$ cat config.mk
export PLATFORM = sky130hd
export DESIGN_NAME = cobs_frame_encoder_core
export DESIGN_NICKNAME = d
export VERILOG_FILES = /design/src/sv/cfe_pkg.sv /design/src/sv/cobs_frame_encoder_core.sv /design/src/sv/cfe_step.sv /design/src/sv/cfe_out.sv
export VERILOG_INCLUDE_DIRS = /design/src /design/src/sv
export SDC_FILE = /design/constraint.sdc
export NUM_CORES = 1
export LEC_CHECK = 0
export BUFFER_PORTS_ARGS = -buffer_cell sky130_fd_sc_hd__buf_4
export CORE_ASPECT_RATIO = 1.75
export CORE_MARGIN = 10
export CORE_UTILIZATION = 56
export DETAILED_ROUTE_END_ITERATION = 8
export MAX_ROUTING_LAYER = met4
export PLACE_DENSITY = 0.86
export SLEW_MARGIN = 25
export SYNTH_ARGS = -nofsm -noshare
export SYNTH_HDL_FRONTEND = slang
export SYNTH_SLANG_ARGS = --single-unit
$ cat constraint.sdc
create_clock -name i_clk -period 6 [get_ports i_clk]
set_input_delay 1.2 -clock i_clk [delete_from_list [all_inputs] [get_ports i_clk]]
set_output_delay 1.2 -clock i_clk [all_outputs]
set_load 0.1 [all_outputs]
$ cat src/sv/assert_macros.svh
// Assertion macros shared by the COBS frame encoder RTL.
// Needs no other file; included by the modules that carry assertions.
`ifndef ASSERT_MACROS_SVH
`define ASSERT_MACROS_SVH

// same-cycle implication, disabled in reset
`define ASSERT_IMP(lbl, clk, rst_n, pre, con, msg) \
    lbl: assert property (@(posedge clk) disable iff (!(rst_n)) (pre) |-> (con)) \
        else $error(msg);

// next-cycle implication, disabled in reset
`define ASSERT_NXT(lbl, clk, rst_n, pre, con, msg) \
    lbl: assert property (@(posedge clk) disable iff (!(rst_n)) (pre) |=> (con)) \
        else $error(msg);

`endif

$ cat src/sv/cfe_pkg.sv
// Package for the COBS frame encoder: widths, constants, item and result types.
// No dependencies; used by cfe_step, cfe_out and cobs_frame_encoder_core.
package cfe_pkg;

    localparam int ADDR_BITS_DEF = 16;
    localparam int OUT_ADDR_W    = 16;
    localparam int BYTE_W        = 8;
    localparam int LEN_W         = 16;
    localparam int CFG_W         = 16;
    localparam int MAX_RES       = 3;
    localparam int RES_CNT_W     = 2;

    localparam logic [BYTE_W-1:0] RUN_MAX   = 8'hFF;
    localparam logic [BYTE_W-1:0] RUN_START = 8'h01;
    localparam logic [CFG_W-1:0]  CFG_RESET = 16'hFFFF;

    typedef struct packed {
        logic [BYTE_W-1:0] data_byte;
        logic              has_byte;
        logic              frame_end;
    } t_item;

    typedef struct packed {
        logic [OUT_ADDR_W-1:0] write_addr;
        logic [BYTE_W-1:0]     write_byte;
        logic                  error;
        logic                  frame_done;
        logic [LEN_W-1:0]      frame_length;
    } t_result;

    typedef struct packed {
        logic [RES_CNT_W-1:0]  cnt;
        t_result [MAX_RES-1:0] rec;
    } t_bank;

    function automatic t_result make_write(logic [OUT_ADDR_W-1:0] addr,
                                           logic [BYTE_W-1:0] data,
                                           logic done,
                                           logic [LEN_W-1:0] len);
        t_result r;
        r.write_addr   = addr;
        r.write_byte   = data;
        r.error        = 1'b0;
        r.frame_done   = done;
        r.frame_length = len;
        return r;
    endfunction

    function automatic t_result make_error();
        t_result r;
        r              = '0;
        r.error        = 1'b1;
        return r;
    endfunction

endpackage

$ cat src/sv/cobs_frame_encoder_core.sv
// COBS frame encoder: input register, encoder step, result bank with output register.
// An accepted beat waits in the input register until the result bank is free to take it.
// One beat per cycle while beats yield at most one result and i_stall is low; a beat with
// k > 1 results (code writes, frame end, error) holds the next until its last result is taken.
// Reset (synchronous, active low) closes any frame, empties all stages, sets the limit to 65535.
module cobs_frame_encoder_core #(
    parameter int ADDR_BITS = cfe_pkg::ADDR_BITS_DEF
) (
    input  logic                           i_clk,
    input  logic                           i_rst_n,
    input  logic                           i_valid,
    output logic                           o_stall,
    input  logic [cfe_pkg::BYTE_W-1:0]     i_data_byte,
    input  logic                           i_has_byte,
    input  logic                           i_frame_end,
    output logic                           o_valid,
    input  logic                           i_stall,
    output logic [cfe_pkg::OUT_ADDR_W-1:0] o_write_addr,
    output logic [cfe_pkg::BYTE_W-1:0]     o_write_byte,
    output logic                           o_error,
    output logic                           o_frame_done,
    output logic [cfe_pkg::LEN_W-1:0]      o_frame_length,
    output logic                           o_last_of_item,
    input  logic                           i_cfg_valid,
    output logic                           o_cfg_ready,
    input  logic [cfe_pkg::CFG_W-1:0]      i_cfg_data
);

    logic                      r_in_valid;
    cfe_pkg::t_item            r_item;
    logic [cfe_pkg::CFG_W-1:0] r_max_out_len;
    logic                      out_free;
    logic                      advance;
    logic                      accept;
    cfe_pkg::t_bank            bank;
    cfe_pkg::t_result          rec;

    assign advance     = r_in_valid && out_free;
    assign o_stall     = r_in_valid && !out_free;
    assign accept      = i_valid && !o_stall;
    assign o_cfg_ready = 1'b1;

    always_ff @(posedge i_clk) begin
        if (!i_rst_n) begin
            r_in_valid <= 1'b0;
        end else if (accept) begin
            r_in_valid <= 1'b1;
        end else if (advance) begin
            r_in_valid <= 1'b0;
        end
    end

    always_ff @(posedge i_clk) begin
        if (accept) begin
            r_item.data_byte <= i_data_byte;
            r_item.has_byte  <= i_has_byte;
            r_item.frame_end <= i_frame_end;
        end
    end

    always_ff @(posedge i_clk) begin
        if (!i_rst_n) begin
            r_max_out_len <= cfe_pkg::CFG_RESET;
        end else if (i_cfg_valid && o_cfg_ready) begin
            r_max_out_len <= i_cfg_data;
        end
    end

    cfe_step #(
        .ADDR_BITS(ADDR_BITS)
    ) u_step (
        .i_clk        (i_clk),
        .i_rst_n      (i_rst_n),
        .i_advance    (advance),
        .i_item       (r_item),
        .i_max_out_len(r_max_out_len),
        .o_bank       (bank)
    );

    cfe_out u_out (
        .i_clk  (i_clk),
        .i_rst_n(i_rst_n),
        .i_load (advance),
        .i_bank (bank),
        .i_stall(i_stall),
        .o_valid(o_valid),
        .o_rec  (rec),
        .o_last (o_last_of_item),
        .o_free (out_free)
    );

    assign o_write_addr   = rec.write_addr;
    assign o_write_byte   = rec.write_byte;
    assign o_error        = rec.error;
    assign o_frame_done   = rec.frame_done;
    assign o_frame_length = rec.frame_length;

endmodule

$ cat src/sv/cfe_step.sv
// Encoder state and the per-beat COBS step that yields up to three results.
// Depends on cfe_pkg and assert_macros.svh.
`include "assert_macros.svh"

module cfe_step #(
    parameter int ADDR_BITS = cfe_pkg::ADDR_BITS_DEF
) (
    input  logic                      i_clk,
    input  logic                      i_rst_n,
    input  logic                      i_advance,
    input  cfe_pkg::t_item            i_item,
    input  logic [cfe_pkg::CFG_W-1:0] i_max_out_len,
    output cfe_pkg::t_bank            o_bank
);

    localparam int CMP_W = ((ADDR_BITS > cfe_pkg::CFG_W) ? ADDR_BITS : cfe_pkg::CFG_W) + 1;
    localparam logic [CMP_W-1:0] AMAX = (CMP_W'(1) << ADDR_BITS) - CMP_W'(1);

    logic [ADDR_BITS-1:0]        r_code_slot, n_code_slot;
    logic [ADDR_BITS-1:0]        r_next_slot, n_next_slot;
    logic [cfe_pkg::BYTE_W-1:0]  r_run_code, n_run_code;
    logic                        r_in_frame, n_in_frame;
    logic                        r_discarding, n_discarding;

    logic [CMP_W-1:0]            lim;
    logic                        fail;
    logic [cfe_pkg::RES_CNT_W-1:0] cnt;
    cfe_pkg::t_result [cfe_pkg::MAX_RES-1:0] recs;

    assign lim = (CMP_W'(i_max_out_len) < AMAX) ? CMP_W'(i_max_out_len) : AMAX;

    always_comb begin
        n_code_slot  = r_code_slot;
        n_next_slot  = r_next_slot;
        n_run_code   = r_run_code;
        n_in_frame   = r_in_frame;
        n_discarding = r_discarding;
        fail         = 1'b0;
        cnt          = '0;
        recs         = '0;
        if (r_discarding) begin
            if (i_item.frame_end) begin
                n_discarding = 1'b0;
                n_in_frame   = 1'b0;
            end
        end else begin
            if (!r_in_frame) begin
                n_in_frame  = 1'b1;
                n_code_slot = '0;
                n_next_slot = ADDR_BITS'(1);
                n_run_code  = cfe_pkg::RUN_START;
                if (lim == '0) fail = 1'b1;
            end
            if (!fail && i_item.has_byte) begin
                if (i_item.data_byte == '0) begin
                    if (CMP_W'(n_code_slot) >= lim) begin
                        fail = 1'b1;
                    end else begin
                        recs[cnt] = cfe_pkg::make_write(cfe_pkg::OUT_ADDR_W'(n_code_slot),
                                                        n_run_code, 1'b0, '0);
                        cnt = cnt + 2'd1;
                        n_code_slot = n_next_slot;
                        if (CMP_W'(n_next_slot) + CMP_W'(1) > lim) begin
                            fail = 1'b1;
                        end else begin
                            n_next_slot = n_next_slot + ADDR_BITS'(1);
                            n_run_code  = cfe_pkg::RUN_START;
                        end
                    end
                end else begin
                    if (CMP_W'(n_next_slot) >= lim) begin
                        fail = 1'b1;
                    end else begin
                        recs[cnt] = cfe_pkg::make_write(cfe_pkg::OUT_ADDR_W'(n_next_slot),
                                                        i_item.data_byte, 1'b0, '0);
                        cnt = cnt + 2'd1;
                        n_next_slot = n_next_slot + ADDR_BITS'(1);
                        n_run_code  = n_run_code + 8'd1;
                        if (n_run_code == cfe_pkg::RUN_MAX) begin
                            if (CMP_W'(n_code_slot) >= lim) begin
                                fail = 1'b1;
                            end else begin
                                recs[cnt] = cfe_pkg::make_write(
                                    cfe_pkg::OUT_ADDR_W'(n_code_slot), n_run_code, 1'b0, '0);
                                cnt = cnt + 2'd1;
                                n_code_slot = n_next_slot;
                                if (CMP_W'(n_next_slot) + CMP_W'(1) > lim) begin
                                    fail = 1'b1;
                                end else begin
                                    n_next_slot = n_next_slot + ADDR_BITS'(1);
                                    n_run_code  = cfe_pkg::RUN_START;
                                end
                            end
                        end
                    end
                end
            end
            if (!fail && i_item.frame_end) begin
                if (CMP_W'(n_code_slot) >= lim) begin
                    fail = 1'b1;
                end else begin
                    recs[cnt] = cfe_pkg::make_write(cfe_pkg::OUT_ADDR_W'(n_code_slot),
                                                    n_run_code, 1'b1,
                                                    cfe_pkg::LEN_W'(n_next_slot));
                    cnt = cnt + 2'd1;
                    n_in_frame = 1'b0;
                end
            end
            if (fail) begin
                recs[cnt] = cfe_pkg::make_error();
                cnt = cnt + 2'd1;
                if (i_item.frame_end) begin
                    n_in_frame   = 1'b0;
                    n_discarding = 1'b0;
                end else begin
                    n_discarding = 1'b1;
                end
            end
        end
    end

    always_ff @(posedge i_clk) begin
        if (!i_rst_n) begin
            r_code_slot  <= '0;
            r_next_slot  <= '0;
            r_run_code   <= cfe_pkg::RUN_START;
            r_in_frame   <= 1'b0;
            r_discarding <= 1'b0;
        end else if (i_advance) begin
            r_code_slot  <= n_code_slot;
            r_next_slot  <= n_next_slot;
            r_run_code   <= n_run_code;
            r_in_frame   <= n_in_frame;
            r_discarding <= n_discarding;
        end
    end

    assign o_bank.cnt = cnt;
    assign o_bank.rec = recs;

    `ASSERT_IMP(a_discard_silent, i_clk, i_rst_n, i_advance && r_discarding, cnt == '0,
        "beat emitted results while discarding")
    `ASSERT_NXT(a_end_closes, i_clk, i_rst_n, i_advance && i_item.frame_end, !r_in_frame,
        "frame still open after end beat")

endmodule

$ cat src/sv/cfe_out.sv
// Result bank and output register: hands out a beat's results one per cycle unless stalled.
// Depends on cfe_pkg and assert_macros.svh.
`include "assert_macros.svh"

module cfe_out (
    input  logic             i_clk,
    input  logic             i_rst_n,
    input  logic             i_load,
    input  cfe_pkg::t_bank   i_bank,
    input  logic             i_stall,
    output logic             o_valid,
    output cfe_pkg::t_result o_rec,
    output logic             o_last,
    output logic             o_free
);

    cfe_pkg::t_result [cfe_pkg::MAX_RES-1:0] r_res;
    logic [cfe_pkg::RES_CNT_W-1:0]           r_cnt;
    logic [cfe_pkg::RES_CNT_W-1:0]           r_rd;
    logic                                    take;

    assign o_valid = (r_cnt != '0);
    assign take    = o_valid && !i_stall;
    assign o_free  = (r_cnt == '0) || ((r_cnt == 2'd1) && !i_stall);
    assign o_rec   = r_res[r_rd];
    assign o_last  = (r_cnt == 2'd1);

    always_ff @(posedge i_clk) begin
        if (i_load) begin
            r_res <= i_bank.rec;
        end
    end

    always_ff @(posedge i_clk) begin
        if (!i_rst_n) begin
            r_cnt <= '0;
            r_rd  <= '0;
        end else if (i_load) begin
            r_cnt <= i_bank.cnt;
            r_rd  <= '0;
        end else if (take) begin
            r_cnt <= r_cnt - 2'd1;
            r_rd  <= r_rd + 2'd1;
        end
    end

    `ASSERT_IMP(a_error_last, i_clk, i_rst_n, o_valid && o_rec.error, o_last,
        "error result is not last of its beat")
    `ASSERT_IMP(a_done_last, i_clk, i_rst_n, o_valid && o_rec.frame_done, o_last,
        "final code write is not last of its beat")
    `ASSERT_NXT(a_bank_drain, i_clk, i_rst_n, take && (r_cnt > 2'd1), o_valid,
        "result bank lost pending results")

endmodule
; Word-level counts from Yosys, hierarchy flattened
; Cells that the tools add are included.
[totals]
regBits = 199
latchBits = 0
mem_bits_rw = 0
romBits = 0
mem_count = 0
[classes]
add_sub_neg = 9
n_mul = 0
n_div = 0
order_cmp = 11
n_eq_ne = 3
shift = 0
muxes = 91
n_bitwise = 5
reduce_logical = 24
[ops]
columns = operator, n
row1 = two-way mux 126 bit, 4
row2 = two-way mux 16 bit, 21
row3 = two-way mux 42 bit, 8
row4 = two-way mux 84 bit, 3
row5 = demux 42 bit (select 2 bit), 2
row6 = bitwise mux 126 bit, 1
row7 = AND 123 bit, 1
row8 = inverter 123 bit, 1
row9 = two-way mux 8 bit, 11
row10 = binary-select mux 42 bit (select 2 bit), 1
row11 = >= comparator 16 x 17 -> 1 bit, 3
row12 = adder 16 x 1 -> 17 bit (second input constant), 2
row13 = > comparator 17 bit, 2
row14 = adder 16 x 1 -> 16 bit (second input constant), 2
row15 = two-way mux 1 bit, 27
row16 = two-way mux 2 bit, 13
row17 = logical NOT 17 bit, 1
row18 = < comparator 16 bit (second input constant), 1
row19 = logical AND 1 bit, 9
row20 = < comparator 2 x 3 -> 1 bit (second input constant), 3
row21 = adder 8 x 1 -> 8 bit (second input constant), 1
row22 = equality test 8 bit (second input constant), 1
row23 = logical NOT 8 bit, 1
row24 = adder 2 x 1 -> 2 bit (second input constant), 3
row25 = other kinds (12), 21

; Logic depth before layout (Yosys ltp)
[depth]
depth_word = 24
ltp_mapped = 36
mapped_depth_nobuf = 29

; Modules after synthesis
; Synthesis repeated with hierarchy kept, for this count alone.
[hier_totals]
cells_unflattened = 1485
area_unflattened_um2 = 13756.9
[modules_own_cells]
columns = module, n_inst, cells_per_inst, area_each_um2
row1 = cfe_step, 1, 1122, 7937.6
row2 = cfe_out, 1, 294, 4879.7
row3 = cobs_frame_encoder_core, 1, 69, 939.7

; Least setup slack after synthesis
; No wires, ideal clock.
[synth_path]
kind = reg-to-reg
startpoint = register u_step.r_in_frame
endpoint = register u_out.r_res[30] (netlist bit), data pin
setup_ps = 151
arrival_ps = 6508
required_time_ps = 5849
slack_ps = -659
path_stages_with_launch = 34
n_path_buf = 7
period_less_slack_ps = 6659
path_cell_list = dfxtp_1 > buf_2 > buf_2 > clkbuf_1 > clkbuf_1 > and2_1 > ha_1 > a21o_1 > a21oi_1 > o2111a_1 > o21ai_1 > a21o_1 > clkbuf_1 > o21ai_0 > nand2_1 > a21boi_0 > inv_1 > ha_1 > nand4_1 > nor4_1 > or4_1 > a21oi_1 > o31a_1 > and3_1 > nand2_1 > nor2_1 > a21oi_1 > ha_1 > nor2_1 > a41oi_4 > or3_1 > buf_6 > buf_6 > o22ai_2
[synth_between]
elab_chain_len = 23
elab_cells_between_ends = 74
cone_classes = add/sub: 5 / order compare: 9 / eq/ne: 1 / mux: 51 / bitwise: 2 / reduce/logical: 6
[synth_rtl]
columns = element, line
row1 = "start, declared", cfe_step.sv:22  ; logic r_in_frame, n_in_frame;
row2 = "start signal, assigned", cfe_step.sv:133  ; r_in_frame <= n_in_frame;
row3 = two-way mux 16 bit, cfe_step.sv:47  ; if (!r_in_frame) begin
row4 = two-way mux 16 bit, cfe_step.sv:41  ; if (r_discarding) begin
row5 = adder 16 x 1 -> 16 bit, cfe_step.sv:77  ; n_next_slot = n_next_slot + ADDR_BITS'(1);
row6 = adder 16 x 1 -> 17 bit, cfe_step.sv:87  ; if (CMP_W'(n_next_slot) + CMP_W'(1) > lim) begin
row7 = > comparator 17 bit, cfe_step.sv:87
row8 = two-way mux 1 bit, cfe_step.sv:87
row9 = two-way mux 1 bit, cfe_step.sv:80  ; if (CMP_W'(n_code_slot) >= lim) begin
row10 = two-way mux 1 bit, cfe_step.sv:79  ; if (n_run_code == cfe_pkg::RUN_MAX) begin
row11 = [7 not listed], n/a
row12 = two-way mux 2 bit, cfe_step.sv:41
row13 = < comparator 2 x 3 -> 1 bit (not written as such) or >= comparator 2 x 1 -> 1 bit (tied branches), cfe_step.sv:110  ; recs[cnt] = cfe_pkg::make_error();
row14 = logical AND 1 bit (not written as such), cfe_step.sv:110
row15 = two-way mux 42 bit (not written as such), cfe_step.sv:110
row16 = demux 42 bit (select 2 bit), n/a
row17 = inverter 123 bit (no source line), n/a
row18 = AND 123 bit (no source line), n/a
row19 = two-way mux 126 bit (*), cfe_step.sv:109  ; if (fail) begin
row20 = "end signal, assigned", cfe_out.sv:30  ; r_res <= i_bank.rec;
row21 = "end, declared", cfe_out.sv:17  ; cfe_pkg::t_result [cfe_pkg::MAX_RES-1:0] r_res;
; Mark *: on every way between the ends. The rest lies on a longest branch, timed or not. The select of a mux whose other input is x is not followed.
; A chain may end at the register's enable or synchronous reset.

; Worst setup path after layout
[layout_path]
startpoint = register u_step.r_in_frame
endpoint = register u_out.r_res[27] (netlist bit), data pin
; Same word-level chain as after synthesis.

==> results.md <==
* Non-Filler Instances at 1,952
* Yosys reg bits at 199
* Netlist Area Pre-Place at 13,100 um^2
* Number of nets in the layout at 1,758
* # rows at 74
* Netlist cell types at 94
* Max Fclk at 170 MHz
* Final GP Congestion at 1.15
* Gr ovfl total at 0
* Clock Sinks at 199
* Async S/R FF share, synth at 0%
* Fin Clk Skew at 15.4 ps
* CTS root buf: clkbuf_16
* Area after DPL at 15,200 um^2
* Layout cells sized above 1 at 26.1%
* Final Hold Fails at 0
* R2R depth at 26
* Initial core utilization at 56.5%
* Min cycle time layout at 5880 ps
* CTS tree: yes
* GRT Util Overall at 35.5%
* Mapped Cells at 1,420
* Die Y at 223 um
* Insertion delay to the later sink of the worst-skew pair at 470 ps
* Multi-input gate area at 7470 um^2
* Largest net degree at the start of global routing at 87
* Critical Path RT at 6310 ps
* CP Capture Type: flip-flop
* Outcome: completed
* # setup viols final at 0
* Max clock buf depth at 2
* FILL cells at 1,809
* DRT Wirelength at 52.8 mm
* N_diodes at 0
* Worst setup margin at 115 ps
* Final worst-path cycle share at 98.1%
* Worst Tran Pin Value at 1080 ps
* Initial antenna violation count at 0
* Critical Path Source Type: flip-flop
* Initial DRC Count at 1,485
* Hold Path Sink: u_step.r_next_slot[15]
* Vias in the first global route at 12,700
* TritonCTS Buffers at 17
* H-tree Lvls at 4
* Placed insts at 1,907
* Hold Path Class: reg -> reg
* Max cap viols at 0
* # DRC at 0
* Finished Core Util at 69.8%
* Area Overhead vs Synth at 23.5%
* Syn_area_per_cell at 9.25 um^2
* HP Start: u_step.r_next_slot[15]
* Post-DP HPWL at 40.4 mm
* CTS hold repair buffers at 0
* I/O pins at 77
* Drt wl/cell at 27.1 um
* Hold path cells at 2
* Critical path class: reg -> reg
* R2r endpoint: u_out.r_res[27]
* Worst-path fanout max at 8
* Syn. warnings at 0
* Post-route cell area at 16,200 um^2
* PwrDens at 273 nW/um^2
* Vias/cell at 6.52
* Sequential area share after synthesis at 40.7%
* Via count at 12,700
* VDD IR max at 0.166 mV
* Syn_nets at 1,543
* Worst slack, placed at -159 ps
* Synth Flop Type: edfxtp_1
* R2r startpoint: u_step.r_in_frame
* R2R setup slack at 120 ps
* Reg area at 5350 um^2
* Worst rel slew slack at 27.7%
* Die Width at 136 um
* Placeable Area at 23,200 um^2
* Clock transition at the registers of the reported paths at 80 ps
* Leakage power at 6.89 nW
* Die area at 30,200 um^2
* Post-synth EDFFs at 136
* First-pass GRT wire length at 77.7 mm
* Final Max Slew Viols at 0
* Number of port buffers at 75
* DRT Pass-1 Iters at 6
* Routed Antenna Nets at 0
* WP data arrival at 6190 ps
[stage by stage]
step | setup TNS [ps] | power, mW | hold WS (ps)
2_1_floorplan | 0 | 2.84 | 437
3_3_place_gp | -298 | 3.25 | 445
3_5_place_dp | -3400 | 3.28 | 455
4_1_cts | 0 | 4.37 | 466
5_1_grt | -2340 | 4.57 | 487
6_report | 0 | 4.43 | 475
[worst max path at each step]
stage | endpoint | depth (start not counted) | startpoint
final | u_out.r_res[27] | 26 | u_step.r_in_frame
after global routing | u_out.r_res[27] | 26 | u_step.r_in_frame
after CTS | u_out.r_res[27] | 27 | u_step.r_in_frame
after detailed placement | u_out.r_res[27] | 28 | u_step.r_in_frame
after global placement | u_out.r_res[23] | 28 | u_step.r_in_frame
after floorplan | u_out.r_res[30] | 33 | u_step.r_in_frame
[placed cells by master (no fill, tap or decap), types with 16 or more instances in the layout]
cell type / count
mux2i_1: 50
nor2_1: 140
inv_1: 65
a22o_1: 17
and3_1: 16
a21o_1: 18
a21oi_1: 55
nand2_1: 147
a22oi_1: 20
xnor2_1: 32
clkbuf_16: 19
buf_4: 269
edfxtp_1: 136
nand3_1: 49
dfxtp_1: 61
and2_1: 22
ha_1: 86
o211ai_1: 24
o21ai_0: 67
a211oi_1: 21
nand4_1: 16
[synth_stat cells, types with 13 or more instances]
| cell type | instances | area [um^2] |
|---|---|---|
| and2_1 | 25 | 156 |
| edfxtp_1 | 136 | 4080 |
| and3_1 | 17 | 106 |
| dfxtp_1 | 63 | 1260 |
| o211ai_1 | 24 | 180 |
| nor2b_1 | 15 | 93.8 |
| o21ai_0 | 69 | 345 |
| a21o_1 | 19 | 143 |
| nand2_1 | 153 | 574 |
| mux2i_1 | 50 | 500 |
| a211oi_1 | 21 | 158 |
| a22o_1 | 17 | 149 |
| a22oi_1 | 21 | 158 |
| o22ai_1 | 13 | 81.3 |
| xnor2_1 | 33 | 289 |
| nand2b_1 | 13 | 81.3 |
| clkbuf_1 | 59 | 221 |
| ha_1 | 92 | 1150 |
| o21a_1 | 13 | 97.6 |
| nor3_1 | 15 | 75.1 |
| nand3_1 | 50 | 250 |
| nand4_1 | 16 | 100 |
| a21oi_1 | 63 | 315 |
| inv_1 | 71 | 267 |
| nor2_1 | 151 | 567 |
[sequential cells by signal, summed over array words and instances, names as in the netlist]
signal and cells:
u_out.r_res 126, r_max_out_len 16, u_step.r_code_slot 16, u_step.r_next_slot 16
r_item 10, u_step.r_run_code 8, u_out.r_cnt 2, u_out.r_rd 2
r_in_valid 1, u_step.r_discarding 1, u_step.r_in_frame 1
[kinds of logic after synthesis]
kind of cell               count (synthesis)  share of synthesized area (%)
muxes                                     55                           4.26
AOI/OAI and AO/OA                        364                           19.8
buffers and inverters                    159                           4.94
adders and majority gates                 92                           8.76
xor gates and xnor gates                  43                           2.98
other                                      1                         0.0285
and+or+nand+nor                          507                           18.5
DFF                                      199                           40.7
[layout make-up]
class                      count  area share, %
timing repair buffer         279           13.4
inverter                      76           1.79
sequential                   199           33.0
tap                          304           2.34
clock inverter                13          0.702
multi-input combinational   1062           46.1
clock buffer                  19           2.67
[worst max-delay path, stage by stage, from the launching register on]
cell and delay, ps:
dfxtp_4 390, nor2b_4 180, inv_2 70, buf_6 130
ha_4 190, xnor2_2 230, and3_1 250, nand4_2 140
or3_4 410, or3_4 350, xnor2_1 140, ha_1 310
nand4_1 130, nor2_2 200, nand4_1 130, or3_1 410
o211ai_1 220, a31oi_1 130, o211ai_2 300, nand2_4 130
xor2_2 180, ha_2 230, nor2_4 100, a41oi_4 50
or3_4 410, buf_6 160, o2bb2ai_2 150
[timing repair]
item                                    4_1_cts  5_1_grt
pin swaps                                     2       33
setup buffers                                 1       10
hold endpoints to repair                      0        0
resized for setup                             9       59
endpoints found under the setup margin       44       71
cloned                                        0        2
[power breakdown]
group | total (mW) | switching [mW] | internal, mW | leakage [nW]
combinational | 1.59 | 1.17 | 0.419 | 4.79
sequential | 1.73 | 0.0795 | 1.65 | 1.83
clock | 1.11 | 0.568 | 0.544 | 0.266
[layer usage]
metal | track usage (%) | share of wire [%]
met2 | 58.8 | 49
met5 | - | 0
met1 | 36.7 | 34
met3 | 5.60 | 7.0
met4 | 26.7 | 9.5
Note: power is estimated with default switching activity, not from simulation.
